## src/rtl/ssem_pkg.sv

```systemverilog
package ssem_pkg;

    localparam int STORE_LINES = 32;
    localparam int LINE_W      = $clog2(STORE_LINES);
    localparam int WORD_W      = 32;
    localparam int FUNC_W      = 3;
    localparam int FUNC_LSB    = 13;
    localparam int UPC_W       = 3;

    localparam logic [LINE_W-1:0] HALT_LINE = LINE_W'(31);

    // tdata packing
    localparam int IN_TDATA_W  = 40;
    localparam int OUT_TDATA_W = 80;

    typedef logic [UPC_W-1:0]  upc_t;
    typedef logic [LINE_W-1:0] line_t;
    typedef logic [WORD_W-1:0] word_t;

    typedef enum logic [FUNC_W-1:0] {
        FN_JMP  = 3'd0,
        FN_JRP  = 3'd1,
        FN_LDN  = 3'd2,
        FN_STO  = 3'd3,
        FN_SUB  = 3'd4,
        FN_SUBX = 3'd5,
        FN_CMP  = 3'd6,
        FN_STP  = 3'd7
    } func_t;

    typedef enum logic [1:0] {
        ADDR_CI   = 2'd0,
        ADDR_LINE = 2'd1,
        ADDR_LOAD = 2'd2
    } addr_sel_t;

    typedef enum logic [2:0] {
        C_NEVER     = 3'd0,
        C_ALWAYS    = 3'd1,
        C_NO_ACCEPT = 3'd2,
        C_LOAD      = 3'd3,
        C_HALTED    = 3'd4
    } cond_t;

    // Micro-step numbers
    localparam upc_t U_IDLE  = 3'd0;
    localparam upc_t U_FETCH = 3'd1;
    localparam upc_t U_DEC   = 3'd2;
    localparam upc_t U_OPND  = 3'd3;
    localparam upc_t U_EXEC  = 3'd4;
    localparam upc_t U_EMIT  = 3'd5;
    localparam upc_t U_EMITZ = 3'd6;
    localparam upc_t U_LOAD  = 3'd7;

    typedef struct packed {
        logic      in_rdy;
        addr_sel_t addr_sel;
        logic      mem_we;     // store write of the load word
        logic      ir_ld;
        logic      exec;
        logic      emit;
        logic      emit_zero;
        cond_t     cond;
        upc_t      target;
    } ctl_t;

    typedef struct packed {
        logic accepted;
        logic is_load;
        logic halted;
        logic out_full;
    } stat_t;

    typedef struct packed {
        word_t          pi;
        logic [FUNC_W-1:0] fn;
        line_t          ci;
        logic signed [WORD_W-1:0] acc;
        logic           halted;
    } result_t;

    function automatic ctl_t ucode_rom(input upc_t upc);
        ctl_t w;
        w = '{in_rdy: 1'b0, addr_sel: ADDR_CI, mem_we: 1'b0, ir_ld: 1'b0, exec: 1'b0,
              emit: 1'b0, emit_zero: 1'b0, cond: C_NEVER, target: U_IDLE};
        case (upc)
            U_IDLE:
            begin
                w.in_rdy = 1'b1;
                w.cond   = C_NO_ACCEPT;
                w.target = U_IDLE;
            end
            U_FETCH:
            begin
                w.addr_sel = ADDR_CI;
                w.cond     = C_LOAD;
                w.target   = U_LOAD;
            end
            U_DEC:
            begin
                w.ir_ld  = 1'b1;
                w.cond   = C_HALTED;
                w.target = U_EMITZ;
            end
            U_OPND:
            begin
                w.addr_sel = ADDR_LINE;
            end
            U_EXEC:
            begin
                w.addr_sel = ADDR_LINE;
                w.exec     = 1'b1;
            end
            U_EMIT:
            begin
                w.emit   = 1'b1;
                w.cond   = C_ALWAYS;
                w.target = U_IDLE;
            end
            U_EMITZ:
            begin
                w.emit      = 1'b1;
                w.emit_zero = 1'b1;
                w.cond      = C_ALWAYS;
                w.target    = U_IDLE;
            end
            U_LOAD:
            begin
                w.addr_sel = ADDR_LOAD;
                w.mem_we   = 1'b1;
                w.cond     = C_ALWAYS;
                w.target   = U_EMITZ;
            end
            default:
            begin
                w.cond   = C_ALWAYS;
                w.target = U_IDLE;
            end
        endcase
        return w;
    endfunction

endpackage

```

## src/rtl/ssem_store.sv

```systemverilog
module ssem_store
    import ssem_pkg::*;
(
    input  logic  clk,
    input  logic  rst_n,
    input  logic  we,
    input  line_t addr,
    input  word_t wdata,
    output word_t rdata
);

    word_t                  mem [STORE_LINES];
    logic [STORE_LINES-1:0] valid_reg;
    word_t                  rdata_reg;

    // unwritten lines read as zero
    always_ff @(posedge clk or negedge rst_n)
    begin
        if (!rst_n)
        begin
            valid_reg <= '0;
        end
        else if (we)
        begin
            valid_reg[addr] <= 1'b1;
        end
    end

    always_ff @(posedge clk)
    begin
        if (we)
        begin
            mem[addr] <= wdata;
        end
    end

    always_ff @(posedge clk)
    begin
        rdata_reg <= valid_reg[addr] ? mem[addr] : '0;
    end

    assign rdata = rdata_reg;

endmodule

```

## src/rtl/ssem_useq.sv

```systemverilog
module ssem_useq
    import ssem_pkg::*;
(
    input  logic  clk,
    input  logic  rst_n,
    input  stat_t stat,
    output ctl_t  ctl
);

    upc_t upc_reg;
    upc_t upc_next;
    logic take;

    assign ctl = ucode_rom(upc_reg);

    always_comb
    begin
        case (ctl.cond)
            C_NEVER:     take = 1'b0;
            C_ALWAYS:    take = 1'b1;
            C_NO_ACCEPT: take = !stat.accepted;
            C_LOAD:      take = stat.is_load;
            C_HALTED:    take = stat.halted;
            default:     take = 1'b0;
        endcase
    end

    always_comb
    begin
        if (ctl.emit && stat.out_full)
        begin
            upc_next = upc_reg;           // hold until output stage frees
        end
        else if (take)
        begin
            upc_next = ctl.target;
        end
        else
        begin
            upc_next = upc_reg + 1'b1;
        end
    end

    always_ff @(posedge clk or negedge rst_n)
    begin
        if (!rst_n)
        begin
            upc_reg <= U_IDLE;
        end
        else
        begin
            upc_reg <= upc_next;
        end
    end

endmodule

```

## src/rtl/ssem_dpath.sv

```systemverilog
module ssem_dpath
    import ssem_pkg::*;
(
    input  logic    clk,
    input  logic    rst_n,
    input  ctl_t    ctl,
    input  logic    in_load,
    input  logic    in_req_type,
    input  line_t   in_load_line,
    input  word_t   in_load_word,
    output logic    is_load,
    output logic    halted,
    output result_t result
);

    logic  req_type_reg;
    line_t load_line_reg;
    word_t load_word_reg;
    word_t ir_reg;
    line_t ci_reg;
    line_t ci_next;
    word_t acc_reg;
    word_t acc_next;
    logic  halt_reg;
    logic  halt_next;

    word_t s;
    func_t fn;
    line_t opnd_line;
    line_t ci_mid;
    line_t mem_addr;
    word_t mem_wdata;
    logic  mem_we;

    assign fn        = func_t'(ir_reg[FUNC_LSB +: FUNC_W]);
    assign opnd_line = ir_reg[LINE_W-1:0];

    always_comb
    begin
        case (ctl.addr_sel)
            ADDR_CI:   mem_addr = ci_reg;
            ADDR_LINE: mem_addr = opnd_line;
            ADDR_LOAD: mem_addr = load_line_reg;
            default:   mem_addr = ci_reg;
        endcase
    end

    assign mem_we    = ctl.mem_we || (ctl.exec && fn == FN_STO);
    assign mem_wdata = ctl.mem_we ? load_word_reg : acc_reg;

    ssem_store u_store (
        .clk   (clk),
        .rst_n (rst_n),
        .we    (mem_we),
        .addr  (mem_addr),
        .wdata (mem_wdata),
        .rdata (s)
    );

    // execute: s holds the operand read in the previous step
    always_comb
    begin
        ci_mid   = ci_reg;
        acc_next = acc_reg;
        case (fn)
            FN_JMP:  ci_mid = s[LINE_W-1:0];
            FN_JRP:  ci_mid = ci_reg + s[LINE_W-1:0];
            FN_LDN:  acc_next = '0 - s;
            FN_STO:  ci_mid = ci_reg;
            FN_SUB,
            FN_SUBX: acc_next = acc_reg - s;
            FN_CMP:  ci_mid = acc_reg[WORD_W-1] ? ci_reg + 1'b1 : ci_reg;
            FN_STP:  ci_mid = ci_reg;
            default: ci_mid = ci_reg;
        endcase
        ci_next   = ci_mid + 1'b1;
        halt_next = (fn == FN_STP) || (ci_next == HALT_LINE);
    end

    always_ff @(posedge clk)
    begin
        if (in_load)
        begin
            req_type_reg  <= in_req_type;
            load_line_reg <= in_load_line;
            load_word_reg <= in_load_word;
        end
        if (ctl.ir_ld)
        begin
            ir_reg <= s;
        end
    end

    always_ff @(posedge clk or negedge rst_n)
    begin
        if (!rst_n)
        begin
            ci_reg   <= '0;
            acc_reg  <= '0;
            halt_reg <= 1'b0;
        end
        else if (ctl.exec)
        begin
            ci_reg   <= ci_next;
            acc_reg  <= acc_next;
            halt_reg <= halt_next;
        end
    end

    assign is_load = !req_type_reg;
    assign halted  = halt_reg;

    assign result.pi     = ctl.emit_zero ? '0 : ir_reg;
    assign result.fn     = ctl.emit_zero ? '0 : ir_reg[FUNC_LSB +: FUNC_W];
    assign result.ci     = ci_reg;
    assign result.acc    = acc_reg;
    assign result.halted = halt_reg;

endmodule

```

## src/rtl/ssem_processor_step_top.sv

```systemverilog
// SSEM core, one word in and one word out per request.
// A load walks the fetch, load and emit steps; a step walks fetch, decode, operand, execute
// and emit, or fetch, decode and emit when halted. One request at a time, paced by the
// micro-program walking a single-port store with registered read; a full output stalls it.
// Reset (rst_n, async low) clears CI, accumulator, halt flag, store valid bits and
// the micro-step counter; the store reads as all zeros until written.
module ssem_processor_step_top
    import ssem_pkg::*;
(
    input  logic                   clk,
    input  logic                   rst_n,
    // request side
    input  logic                   s_tvalid,
    output logic                   s_tready,
    input  logic [IN_TDATA_W-1:0]  s_tdata,   // load_line[4:0], load_word[36:5], zero pad
    input  logic                   s_tuser,   // req_type: 0 load, 1 step
    // result side
    output logic                   m_tvalid,
    input  logic                   m_tready,
    output logic [OUT_TDATA_W-1:0] m_tdata    // present_instruction[31:0],
                                              // function_code[34:32], control_line[39:35],
                                              // accumulator_value[71:40], halted[72], pad
);

    ctl_t    ctl;
    stat_t   stat;
    result_t result;
    logic    accepted;
    logic    is_load;
    logic    halted;
    logic    out_full;
    logic    out_load;

    logic                   m_tvalid_reg;
    logic                   m_tvalid_next;
    logic [OUT_TDATA_W-1:0] m_tdata_reg;

    assign s_tready = ctl.in_rdy;
    assign accepted = s_tvalid && s_tready;

    // output word register parts the sequencer from the consumer
    assign out_full = m_tvalid_reg && !m_tready;
    assign out_load = ctl.emit && !out_full;

    assign stat = '{accepted: accepted, is_load: is_load, halted: halted,
                    out_full: out_full};

    ssem_useq u_useq (
        .clk   (clk),
        .rst_n (rst_n),
        .stat  (stat),
        .ctl   (ctl)
    );

    ssem_dpath u_dpath (
        .clk          (clk),
        .rst_n        (rst_n),
        .ctl          (ctl),
        .in_load      (accepted),
        .in_req_type  (s_tuser),
        .in_load_line (s_tdata[LINE_W-1:0]),
        .in_load_word (s_tdata[LINE_W +: WORD_W]),
        .is_load      (is_load),
        .halted       (halted),
        .result       (result)
    );

    always_comb
    begin
        if (out_load)
        begin
            m_tvalid_next = 1'b1;
        end
        else if (m_tready)
        begin
            m_tvalid_next = 1'b0;
        end
        else
        begin
            m_tvalid_next = m_tvalid_reg;
        end
    end

    always_ff @(posedge clk or negedge rst_n)
    begin
        if (!rst_n)
        begin
            m_tvalid_reg <= 1'b0;
        end
        else
        begin
            m_tvalid_reg <= m_tvalid_next;
        end
    end

    always_ff @(posedge clk)
    begin
        if (out_load)
        begin
            m_tdata_reg <= {{(OUT_TDATA_W - $bits(result_t)){1'b0}},
                            result.halted, result.acc, result.ci, result.fn, result.pi};
        end
    end

    assign m_tvalid = m_tvalid_reg;
    assign m_tdata  = m_tdata_reg;

    // halt is sticky: only reset clears it
    a_halt_sticky: assert property (@(posedge clk) disable iff (!rst_n) !$fell(halted))
        else $error("halt flag dropped without reset");

    // a result word is never written over one still waiting
    a_no_overwrite: assert property (@(posedge clk) disable iff (!rst_n)
        out_load |-> (!m_tvalid_reg || m_tready))
        else $error("result written while output stage full");

    // one request in flight: no accept straight after an accept
    a_one_in_flight: assert property (@(posedge clk) disable iff (!rst_n)
        accepted |=> !s_tready)
        else $error("request accepted while previous one still in work");

endmodule

```

## config.mk

```make
export PLATFORM = sky130hd
export DESIGN_NAME = ssem_processor_step_top
export DESIGN_NICKNAME = d
export VERILOG_FILES = /design/src/rtl/ssem_pkg.sv /design/src/rtl/ssem_store.sv /design/src/rtl/ssem_useq.sv /design/src/rtl/ssem_dpath.sv /design/src/rtl/ssem_processor_step_top.sv
export SDC_FILE = /design/constraint.sdc
export NUM_CORES = 1
export LEC_CHECK = 0
export ABC_AREA = 1
export BUFFER_PORTS_ARGS = -buffer_cell sky130_fd_sc_hd__clkbuf_2
export CAP_MARGIN = 20
export CORE_ASPECT_RATIO = 0.8
export CORE_UTILIZATION = 30
export CTS_CLUSTER_SIZE = 12
export DETAILED_ROUTE_END_ITERATION = 12
export PLACE_DENSITY = 0.56
export SLEW_MARGIN = 20
export SYNTH_ARGS = -nofsm -noshare
export SYNTH_HDL_FRONTEND = slang
export SYNTH_SLANG_ARGS = --single-unit
export TNS_END_PERCENT = 1
```

## constraint.sdc

```tcl
create_clock -name clk -period 14.2 [get_ports clk]
set_clock_uncertainty 0.05 [all_clocks]
set_input_delay 0 -clock clk [delete_from_list [all_inputs] [get_ports clk]]
set_output_delay 0 -clock clk [all_outputs]
set_load 0.02 [all_outputs]
```

After elaboration in Yosys (flattened, before gate mapping)
Memories as Yosys holds them, arrays and structs flattened. A register that Yosys moved wholly into a read port is not among the register bits.
Index checks and enable logic that the tools add are counted.
{"block": "op_classes", "addsub": 6, "n_eq_ne": 21, "n_mux": 23, "n_bitwise": 1, "magnitude_cmp": 2, "n_reduce_logical": 21}
{"op": "32-bit case mux with 2 select lines", "count": 1}
{"op": "32-bit two-way mux", "count": 1}
{"op": "32-bit bitwise OR", "count": 1}
{"op": "1-bit by 32-bit subtractor with 32-bit output (first input constant)", "count": 1}
{"op": "32-bit subtractor", "count": 1}
{"op": "6-bit case mux with 5 select lines", "count": 1}
{"op": "3-bit equality test (second input constant)", "count": 9}
{"op": "3-bit by 2-bit equality test with 1-bit output (second input constant)", "count": 6}
{"op": "5-bit case mux with 3 select lines", "count": 1}
{"op": "1-bit two-way mux", "count": 12}
{"op": "5-bit by 1-bit adder with 5-bit output (second input constant)", "count": 2}
{"op": "5-bit case mux with 2 select lines", "count": 1}
{"op": "3-bit by 1-bit equality test with 1-bit output (second input constant)", "count": 3}
{"op": "1-bit logical AND", "count": 6}
{"op": "3-bit logical NOT", "count": 2}
{"op": "5-bit by 6-bit less-than comparator with 1-bit output (second input constant)", "count": 1}
{"op": "2-bit OR reduction", "count": 3}
{"op": "5-bit adder", "count": 1}
{"op": "1-bit binary-select mux with 5-bit select", "count": 1}
{"op": "1-bit demux with 5-bit select", "count": 1}
{"op": "5-bit equality test (second input constant)", "count": 1}
{"op": "5-bit by 1-bit >= comparator with 1-bit output (second input constant)", "count": 1}
{"op": "1-bit logical NOT", "count": 5}
{"op": "5-bit two-way mux", "count": 1}
{"op": "9 further kinds", "count": 11}
{"block": "totals", "out_inout_bits": 82, "ff_bits": 217, "input_bits": 45, "word_cells": 87, "ram_bits": 1024, "memories": 1}
{"memory": "u_dpath.u_store.mem", "words": 32, "word_bits": 32, "read_ports": 1, "rd_clocked_by_memory_dff": 1, "wr": 1, "line": "ssem_store.sv:12", "rtl": "word_t mem [STORE_LINES];"}

Logic depth before layout (Yosys ltp)
Gate-level depths: netlist of the first run.
{"block": "logic_depth", "depth_word": 10, "mapped_depth": 24, "mapped_depth_nobuf": 21}

Hierarchy
Synthesis of the first run repeated with hierarchy kept, for this count alone.
{"block": "unflattened", "hier_cells": 5453, "area_unflattened_um2": 54706.2}
{"mod": "ssem_store", "area_per_inst_um2": 44788.0, "seq_area_each_um2": 32190.9, "cells_per_inst": 4320, "n_inst": 1}
{"mod": "ssem_dpath", "area_per_inst_um2": 7233.2, "seq_area_each_um2": 3052.9, "cells_per_inst": 981, "n_inst": 1}
{"mod": "ssem_processor_step_top", "area_per_inst_um2": 2313.5, "seq_area_each_um2": 2217.1, "cells_per_inst": 90, "n_inst": 1}
{"mod": "ssem_useq", "area_per_inst_um2": 371.6, "seq_area_each_um2": 75.1, "cells_per_inst": 62, "n_inst": 1}

Least setup slack after synthesis of the first run
No wires, ideal clock.
{"block": "synth_path", "path_kind": "register to register", "start": "reg u_useq.upc_reg[0]", "end": "mem u_dpath.u_store.mem[13][0] in the netlist's numbering, enable pin", "path_buffers": 3, "arrival_time_ns": 4.077, "path_slack_ns": 9.652, "t_required_ns": 13.729, "synth_period_minus_slack_ns": 4.548, "setup_ns": 0.421, "path_stages_with_launch": 16, "path_cell_list": "dfrtp_1 -> inv_1 -> ha_1 -> nand2_1 -> inv_1 -> a21oi_1 -> inv_1 -> ha_1 -> inv_2 -> nand3_1 -> o21ai_1 -> clkbuf_1 -> buf_2 -> nand3_1 -> buf_2 -> nor2_1"}
{"block": "synth_between", "elab_chain_cells": 6, "elab_cells_between_ends": 14, "classes_between": "eq/ne (5); mux (6); reduce/logical (3)"}
{"element": "start: declaration", "line": "ssem_useq.sv:10", "rtl": "upc_t upc_reg;"}
{"element": "start signal: assignment", "line": "ssem_useq.sv:52", "rtl": "upc_reg <= upc_next;"}
{"element": "parallel branches: the longest is 6 deep, another holds 5-bit case mux with 2 select lines"}
{"element": "end: declaration", "line": "ssem_store.sv:12"}
Several ways; the timed one is not identified.

Final worst setup path of the first run
{"block": "layout_path", "start": "reg u_useq.upc_reg[0]", "end": "reg u_dpath.u_store.rdata_reg[28], in the netlist u_dpath.u_store.rdata[28] (read register of u_dpath.u_store.mem)"}
{"block": "layout_between", "elab_chain_cells": 8, "elab_cells_between_ends": 11, "classes_between": "eq/ne (5); mux (4); reduce/logical (2)"}
{"element": "3-bit by 2-bit equality test with 1-bit output / 3-bit equality test (equally long branches)", "line": "ssem_pkg.sv:86", "rtl": "case (upc)"}
{"element": "2-bit OR reduction (no line)"}
{"element": "2-bit case mux with 2 select lines (*)", "line": "ssem_pkg.sv:86"}
{"element": "2-bit equality test / 2-bit by 1-bit equality test with 1-bit output (equally long branches)", "line": "ssem_dpath.sv:40", "rtl": "case (ctl.addr_sel)"}
{"element": "5-bit case mux with 2 select lines (*)", "line": "ssem_dpath.sv:40"}
{"element": "1-bit binary-select mux with 5-bit select", "line": "ssem_store.sv:39", "rtl": "rdata_reg <= valid_reg[addr] ? mem[addr] : '0;"}
{"element": "1-bit two-way mux (not written as such)", "line": "ssem_store.sv:39"}
{"element": "1-bit logical NOT (no line)"}
{"element": "end: declaration", "line": "ssem_store.sv:14", "rtl": "word_t rdata_reg;"}
Every way passes the cells marked *; elsewhere a longest branch is shown, timed or not. The select of a mux whose other input is x is not followed.
A chain may end at the register's enable or synchronous reset.

==> results of run 1 <==
## cell families (layout without fill, tap and decap cells)
family	count (synthesis)	in the layout	share of synthesized area, %
flops	1270	1270	68.8
xor+xnor	7	7	0.113
simple gates	3414	3414	24.1
compound gates	186	186	1.79
other cells	1	11	0.00689
fa+ha+maj	47	47	1.11
buf+inv	482	738	4.10
## area by class of cell
type | count | area share, %
Inverter | 243 | 1.48
Multi-Input combinational cell | 3661 | 24.5
Antenna cell | 4 | 0.0160
Sequential cell | 1270 | 59.9
Tap cell | 2397 | 4.79
Clock buffer | 181 | 5.64
Clock inverter | 29 | 0.374
Timing Repair Buffer | 285 | 3.37
## placed cells by master, fill, tap and decap left out, drive strengths merged
cell and count:
buf 90, diode 4, clkbuf 296, edfxtp 1164, nand4 14, nor3 20, o21bai 3, conb 7
dlygate4sd3 80, or2 19, nand3b 6, dfrtp 74, a21oi 48, nor2 222, o21a 2, a21o 2
inv 249, nand2 3031, o31ai 2, nand3 101, a31oi 2, fa 2, o22ai 4, clkinvlp 2
nor4 1, clkinv 21, dfxtp 32, ha 45, xor2 1, xnor2 6, o41ai 1, o21ai 122
## how the worst min path moves through the flow
| stage | cells after the start | from | end |
|---|---|---|---|
| global route | 3 | rst_n | u_dpath.acc_reg[3]$_DFFE_PN0P_ |
| global placement | 1 | rst_n | m_tvalid$_DFFE_PN0P_ |
| finish | 3 | rst_n | u_dpath.acc_reg[3]$_DFFE_PN0P_ |
| detailed placement | 1 | rst_n | m_tvalid$_DFFE_PN0P_ |
| floorplan | 0 | rst_n | m_tvalid$_DFFE_PN0P_ |
| CTS | 3 | rst_n | u_dpath.u_store.valid_reg[26]$_DFFE_PN0N_ |
## metrics by stage
| stage | worst slack (ps) | util [%] | instance area (µm²) |
|---|---|---|---|
| 2_1_floorplan | 9650 | - | 54500 |
| 3_3_place_gp | 7060 | 32.2 | 57900 |
| 3_5_place_dp | 7030 | 32.2 | 58000 |
| 4_1_cts | 6970 | 34.8 | 62500 |
| 5_1_grt | 6450 | 34.8 | 62600 |
| 6_report | 6940 | 34.8 | 62600 |
## timing repair
action | CTS | global route
buffers inserted | 0 | 0
endpoints found under the hold margin | 124 | 0
hold buffers | 80 | 0
## tightest hold or removal path, stage by stage
cell and delay [ps]:
dlygate4sd3_1 530, buf_4 160, buf_4 710
## routing by layer
layer | GRT usage [%] | up-vias | wire (µm)
met5 | 0 | - | 0
met1 | 24.8 | 18100 | 74100
met3 | 2.36 | 184 | 10000
li1 | - | 17900 | -
met2 | 25.9 | 1146 | 69500
met4 | 4.40 | 0 | 2990
==> metrics.txt, run 1 <==
worst path bufs/invs=10; all-layer global routing usage=16.9%; Ys Warns=0; hpwl dp=84,700 µm; worst-path fanout max=about 110; largest net degree at the start of global routing=about 190; kind of start point of the critical path=register; outcome=complete, no violations; top cells by count, synth=nand2_1, edfxtp_1, inv_1; most frequent cell after synthesis=nand2_1; CP top delay family=buffers and inverters; vias post-DR=37,300; critical path's most frequent cell=nand2_1; Final Hold Fails=0; register bit count reported by yosys=1,270; WL final=157,000 µm; R2R cell count=25; Initial Utilization=30.3%; NumNets Final=between 5,000 and 6,000; Cells after Synth=5,407; GP Congestion=around 0.87; top post-synthesis cells by area=edfxtp_1, nand2_1, dfrtp_1; first-pass GRT wire length=231,000 µm; final setup vio count=0; setup tns final=0 ps; Area Growth Syn to Fin=14.9%; Post-synth EDFFs=1,164; CTS sink cnt=1,270; max reg flops=1,024; total gr overflow=0; number of max-cap violations=0; crit path to=u_dpath.u_store.rdata[28]$_SDFF_PN0_; H-tree Lvls=4; Die W=478 µm; slew margin rel.=18.8%; Multi-input gate area=15,300 µm²; DRT antenna net count=0; PostCTS Resize Cnt=0; TritonCTS clock tree=yes; reg-to-reg slack, setup=between 6000 and 7000 ps; worst reg2reg endpoint=u_dpath.u_store.rdata[28]$_SDFF_PN0_; WS Path Type=register to register; CP Data Required Time=14,830 ps; DRC viols=0; Worst Hold Class=input pin to asynchronous set/reset pin; ys async rst share=5.83%; synthesized area=~54,000 µm²; initial antenna violation count=3; Synth top area share=64.2%; number of distinct library cells after synthesis=38; slowest stage delay, CP=740 ps; placed cell count=7,776; Worst Max-Slew Pin Slew=1220 ps; layout cells sized above 1=8.20%; CTS clock-pin slew for the worst setup and hold paths=around 70 ps; clk root buf=clkbuf_16; CTS buffer count=130; Hold WS=76.4 ps; starting DRC count in detailed routing=4,023; vias in the first global route=around 35,000; Core ar.=180,000 µm²; Crit path depth=25; vias per cell=around 4.6; Avg Synthesized Cell Area=between 10 and 15 µm²; die height=between 300 and 400 µm; std cell rows=approximately 140; Final Instance Count excl. Fillers=about 8,100; Seq/Total Area, Yosys=68.8%; Synth Flop Type=edfxtp_1; worst skew pair latency=760 ps; register area=37,400 µm²; Max Root-Sink Buffers=3; filler instances=18,000; Period minus WS final=7260 ps; RSZ-0062 raised after global routing=no; critical path data arrival time=7890 ps; slowest CP cell=buf_4; Synth area leader=edfxtp_1; Final Max Slew Viols=0; final worst-path cycle share=51.2%; Pre-antenna DRT Iters=8; io pins=127; crit path launch=u_useq.upc_reg[0]$_DFFE_PN0N_; IO Port Bufs=approximately 120; Avg WL per Cell=19.4 µm; Fmax achieved=138 MHz; die area=183,000 µm²; CP Capture Type=register; r2r startpoint=u_useq.upc_reg[0]$_DFFE_PN0N_
Power of run 1 is not shown: default switching activity piles up to over one toggle a cycle in this logic, so the estimate is an artifact.
==> inputs of run 2 (changes only) <==
ABC_AREA = 0   (was 1)
clock period = 7 ns   (was 14.2 ns; I/O delays follow)
==> run 2 against run 1 <==
  * Global-route usage is 1.5 points lower
  * Final cell count is 37% lower
  * Core utilization is 0.41 points higher
  * Routed wire length is 17% lower
  * Setup slack worse by 5300 ps
  * Sequential cell count stayed put
  * Via count is 32% lower
  * First-iteration DRC count is 19% lower
  * Fmax is 35% higher
  * Synthesized cell count is 53% lower
  * Sequential share of layout area is 4.8 points higher
  * Highest routed layer unchanged
==> metrics.txt, run 2 <==
hpwl dp=76,600 µm (was 84,700 µm); Lkg Pwr=18.8 nW; Period minus WS final=5370 ps (was 7260 ps); number of distinct library cells after synthesis=70 (was 38); max reg flops=1,024 (unchanged); CTS buffer count=119 (was 130); most frequent cells in the layout=edfxtp_1, mux4_2, nand2_1, clkbuf_16, clkbuf_2 (was nand2_1, edfxtp_1, inv_1, nor2_1, clkbuf_16); worst-path fanout max=23 (was 105); worst path bufs/invs=2 (was 10); slowest CP cell=nand4_1 (was buf_4); vias per cell=5.02 (was 4.62); Initial Utilization=30.2% (was 30.3%); ys async rst share=5.83% (unchanged); Area Growth Syn to Fin=16.5% (was 14.9%); Avg Synthesized Cell Area=19.7 µm² (was 10.1 µm²); die height=366 µm (was 383 µm); register bit count reported by yosys=1,270 (unchanged); worst skew pair latency=740 ps (was 760 ps); post-synthesis xor/xnor area fraction=0.441% (was 0.113%); vias in the first global route=25,000 (was 35,000); initial antenna violation count=5 (was 3); Synth top area share=70.4% (was 64.2%); PostCTS Resize Cnt=0 (unchanged); adder-cell share of the synthesized area=1.21% (was 1.11%); critical path's most frequent cell=ha_1 (was nand2_1); Die W=457 µm (was 478 µm); Max Root-Sink Buffers=3 (unchanged); top post-synthesis cells by area=edfxtp_1, mux4_2, dfrtp_1 (was edfxtp_1, nand2_1, dfrtp_1); first-pass GRT wire length=185,000 µm (was 231,000 µm); Synth area leader=edfxtp_1 (unchanged); slowest stage delay, CP=690 ps (was 740 ps); WL final=130,000 µm (was 157,000 µm); Cells after Synth=2,525 (was 5,407); H-tree Lvls=3 (was 4); vias post-DR=25,400 (was 37,300); Multi-input gate area=11,800 µm² (was 15,300 µm²); Hold WS=174 ps (was 76.4 ps); CTS clock-pin slew for the worst setup and hold paths=60 ps (was 70 ps); Pwr per Cell Area=438 nW/µm²; Ys Warns=0 (unchanged); layout cells sized above 1=24.4% (was 8.20%); most common cell after layout, fill and taps aside=edfxtp_1 (was nand2_1); filler instances=15,300 (was 18,000); die area=167,000 µm² (was 183,000 µm²); io pins=127 (unchanged); Synth Flop Type=edfxtp_1 (unchanged); register area=37,400 µm² (unchanged); TritonCTS clock tree=yes (unchanged); outcome=complete, no violations (unchanged); simple-gate share of the synthesized area=3.65% (was 24.1%); Avg WL per Cell=25.7 µm (was 19.4 µm); synthesized area=49,700 µm² (was 54,400 µm²); worst-path cell chain=inv_1, ha_1, and2_0, a21o_1, ha_1, nand2_1, o21a_1, mux4_2, a22oi_1, nand4_1, buf_4, a21boi_1; Worst Hold Class=input pin to register (was input pin to asynchronous set/reset pin); top cells by count, synth=edfxtp_1, mux4_2, nand2_1 (was nand2_1, edfxtp_1, inv_1); Worst Max-Slew Pin Slew=1100 ps (was 1220 ps); CP Data Required Time=7530 ps (was 14,830 ps); NumNets Final=2,892 (was 5,683); final setup vio count=0 (unchanged); most frequent cell after synthesis=edfxtp_1 (was nand2_1); DRC viols=0 (unchanged); Seq/Total Area, Yosys=75.4% (was 68.8%); slew margin rel.=26.3% (was 18.8%); kind of start point of the critical path=register (unchanged); clk root buf=clkbuf_16 (unchanged); std cell rows=133 (was 139); GP Congestion=0.820 (was 0.872); DRT antenna net count=0 (unchanged); IO Port Bufs=116 (unchanged); number of max-cap violations=0 (unchanged); Compound-Gate Fraction of Synth Area=4.67% (was 1.79%); final worst-path cycle share=76.7% (was 51.2%); total gr overflow=0 (unchanged); Post-synth EDFFs=1,164 (unchanged); Core ar.=164,000 µm² (was 180,000 µm²); CTS sink cnt=1,270 (unchanged); critical path data arrival time=5900 ps (was 7890 ps); all-layer global routing usage=15.4% (was 16.9%); Pre-antenna DRT Iters=5 (was 8); largest family of logic cells by synthesized area=multiplexers (was simple AND/OR/NAND/NOR gates); largest net degree at the start of global routing=112 (was 189); Final Max Slew Viols=0 (unchanged); setup tns final=0 ps (unchanged); Final Hold Fails=0 (unchanged); CP top delay family=compound AO/OA/AOI/OAI gates (was buffers and inverters); Fmax achieved=186 MHz (was 138 MHz); post-synthesis mux area share=13.0% (was 0%); starting DRC count in detailed routing=3,244 (was 4,023); WS Path Type=register to register (unchanged); RSZ-0062 raised after global routing=no (unchanged); CP Capture Type=register (unchanged); Worst VDD drop=0.438 mV
[run 2: cell types whose count changed after synthesis, sizes merged, moves of 43 or more]
| cell | previous run | this run |
|---|---|---|
| o21ai | 122 | 59 |
| clkbuf | 93 | 44 |
| nand3 | 101 | 19 |
| buf | 146 | 77 |
| nor2 | 222 | 71 |
| mux4 | 0 | 264 |
| inv | 243 | 50 |
| and2 | 0 | 65 |
| nand2 | 3031 | 140 |
| a221oi | 0 | 43 |
[run 2: what timing repair did]
item                                   in CTS  in global routing
hold buffers                               81                  0
setup buffers                               0                  0
endpoints found under the hold margin     124                  0
[run 2: cell families after synthesis]
kind of cell,Yosys count
buffers and inverters,171
muxes,311
and+or+nand+nor,377
xor gates and xnor gates,25
other,1
AOI/OAI and AO/OA,323
DFF,1270
adders and majority gates,47
[run 2: layer usage]
metal	vias up	share of wire, %	track usage (%)
met5	-	0	0
li1	10800	-	-
met4	0	2.2	3.59
met3	144	7.4	3.12
met2	914	44	22.4
met1	13600	46	23.3
[run 2: power by group]
group / internal [mW] / switching [mW]
clock: 3.38 / 2.76
combinational: 3.48 / 5.36
sequential: 9.95 / 0.394
total: 16.8 / 8.52
[run 2: cell type report]
| cell class | count | share of cell area [%] |
|---|---|---|
| inverter | 50 | 0.324 |
| timing repair buffer | 269 | 3.70 |
| antenna | 3 | 0.0130 |
| multi-input combinational | 1090 | 20.4 |
| clock inverter | 10 | 0.277 |
| tap | 2160 | 4.67 |
| sequential | 1270 | 64.7 |
| clock buffer | 215 | 5.95 |
[run 2: worst reg2reg max path, cell delays in order, from the launching register on]
cell,delay [ps]
dfrtp_1,460
inv_1,100
ha_1,260
and2_0,330
a21o_1,250
ha_1,530
nand2_1,240
o21a_1,620
mux4_2,650
a22oi_1,220
nand4_1,690
buf_4,590
a21boi_1,240
[run 2: final timing paths]
path,start,end,slack [ps],cells after the start
worst max-delay path,u_useq.upc_reg[0]$_DFFE_PN0N_,u_dpath.u_store.rdata[18]$_SDFF_PN0_,1630,12
worst min-delay path,m_tready,m_tvalid$_DFFE_PN0P_,170,4
worst max register to register,u_useq.upc_reg[0]$_DFFE_PN0N_,u_dpath.u_store.rdata[18]$_SDFF_PN0_,1630,12
worst min register to register,u_dpath.u_store.valid_reg[15]$_DFFE_PN0N_,u_dpath.u_store.valid_reg[15]$_DFFE_PN0N_,410,1
max in group asynchronous,rst_n,u_dpath.acc_reg[23]$_DFFE_PN0P_,5970,4
min in group asynchronous,rst_n,u_dpath.u_store.valid_reg[23]$_DFFE_PN0N_,280,4
[run 2: stage by stage]
step | power [mW] | util, % | setup slack, ps | instance area (µm²) | std cells
6_report | 25.3 | 35.2 | 1630 | 57900 | 5067
5_1_grt | 26.5 | 35.2 | 1350 | 57900 | 5065
4_1_cts | 25.5 | 35.2 | 1540 | 57900 | 5064
3_5_place_dp | 19.4 | 32.5 | 1570 | 53400 | 4758
3_3_place_gp | 19.3 | 32.5 | 1620 | 53400 | 4757
2_1_floorplan | 16.6 | - | 2430 | 49700 | 2531
(Power assumes the default switching activity.)
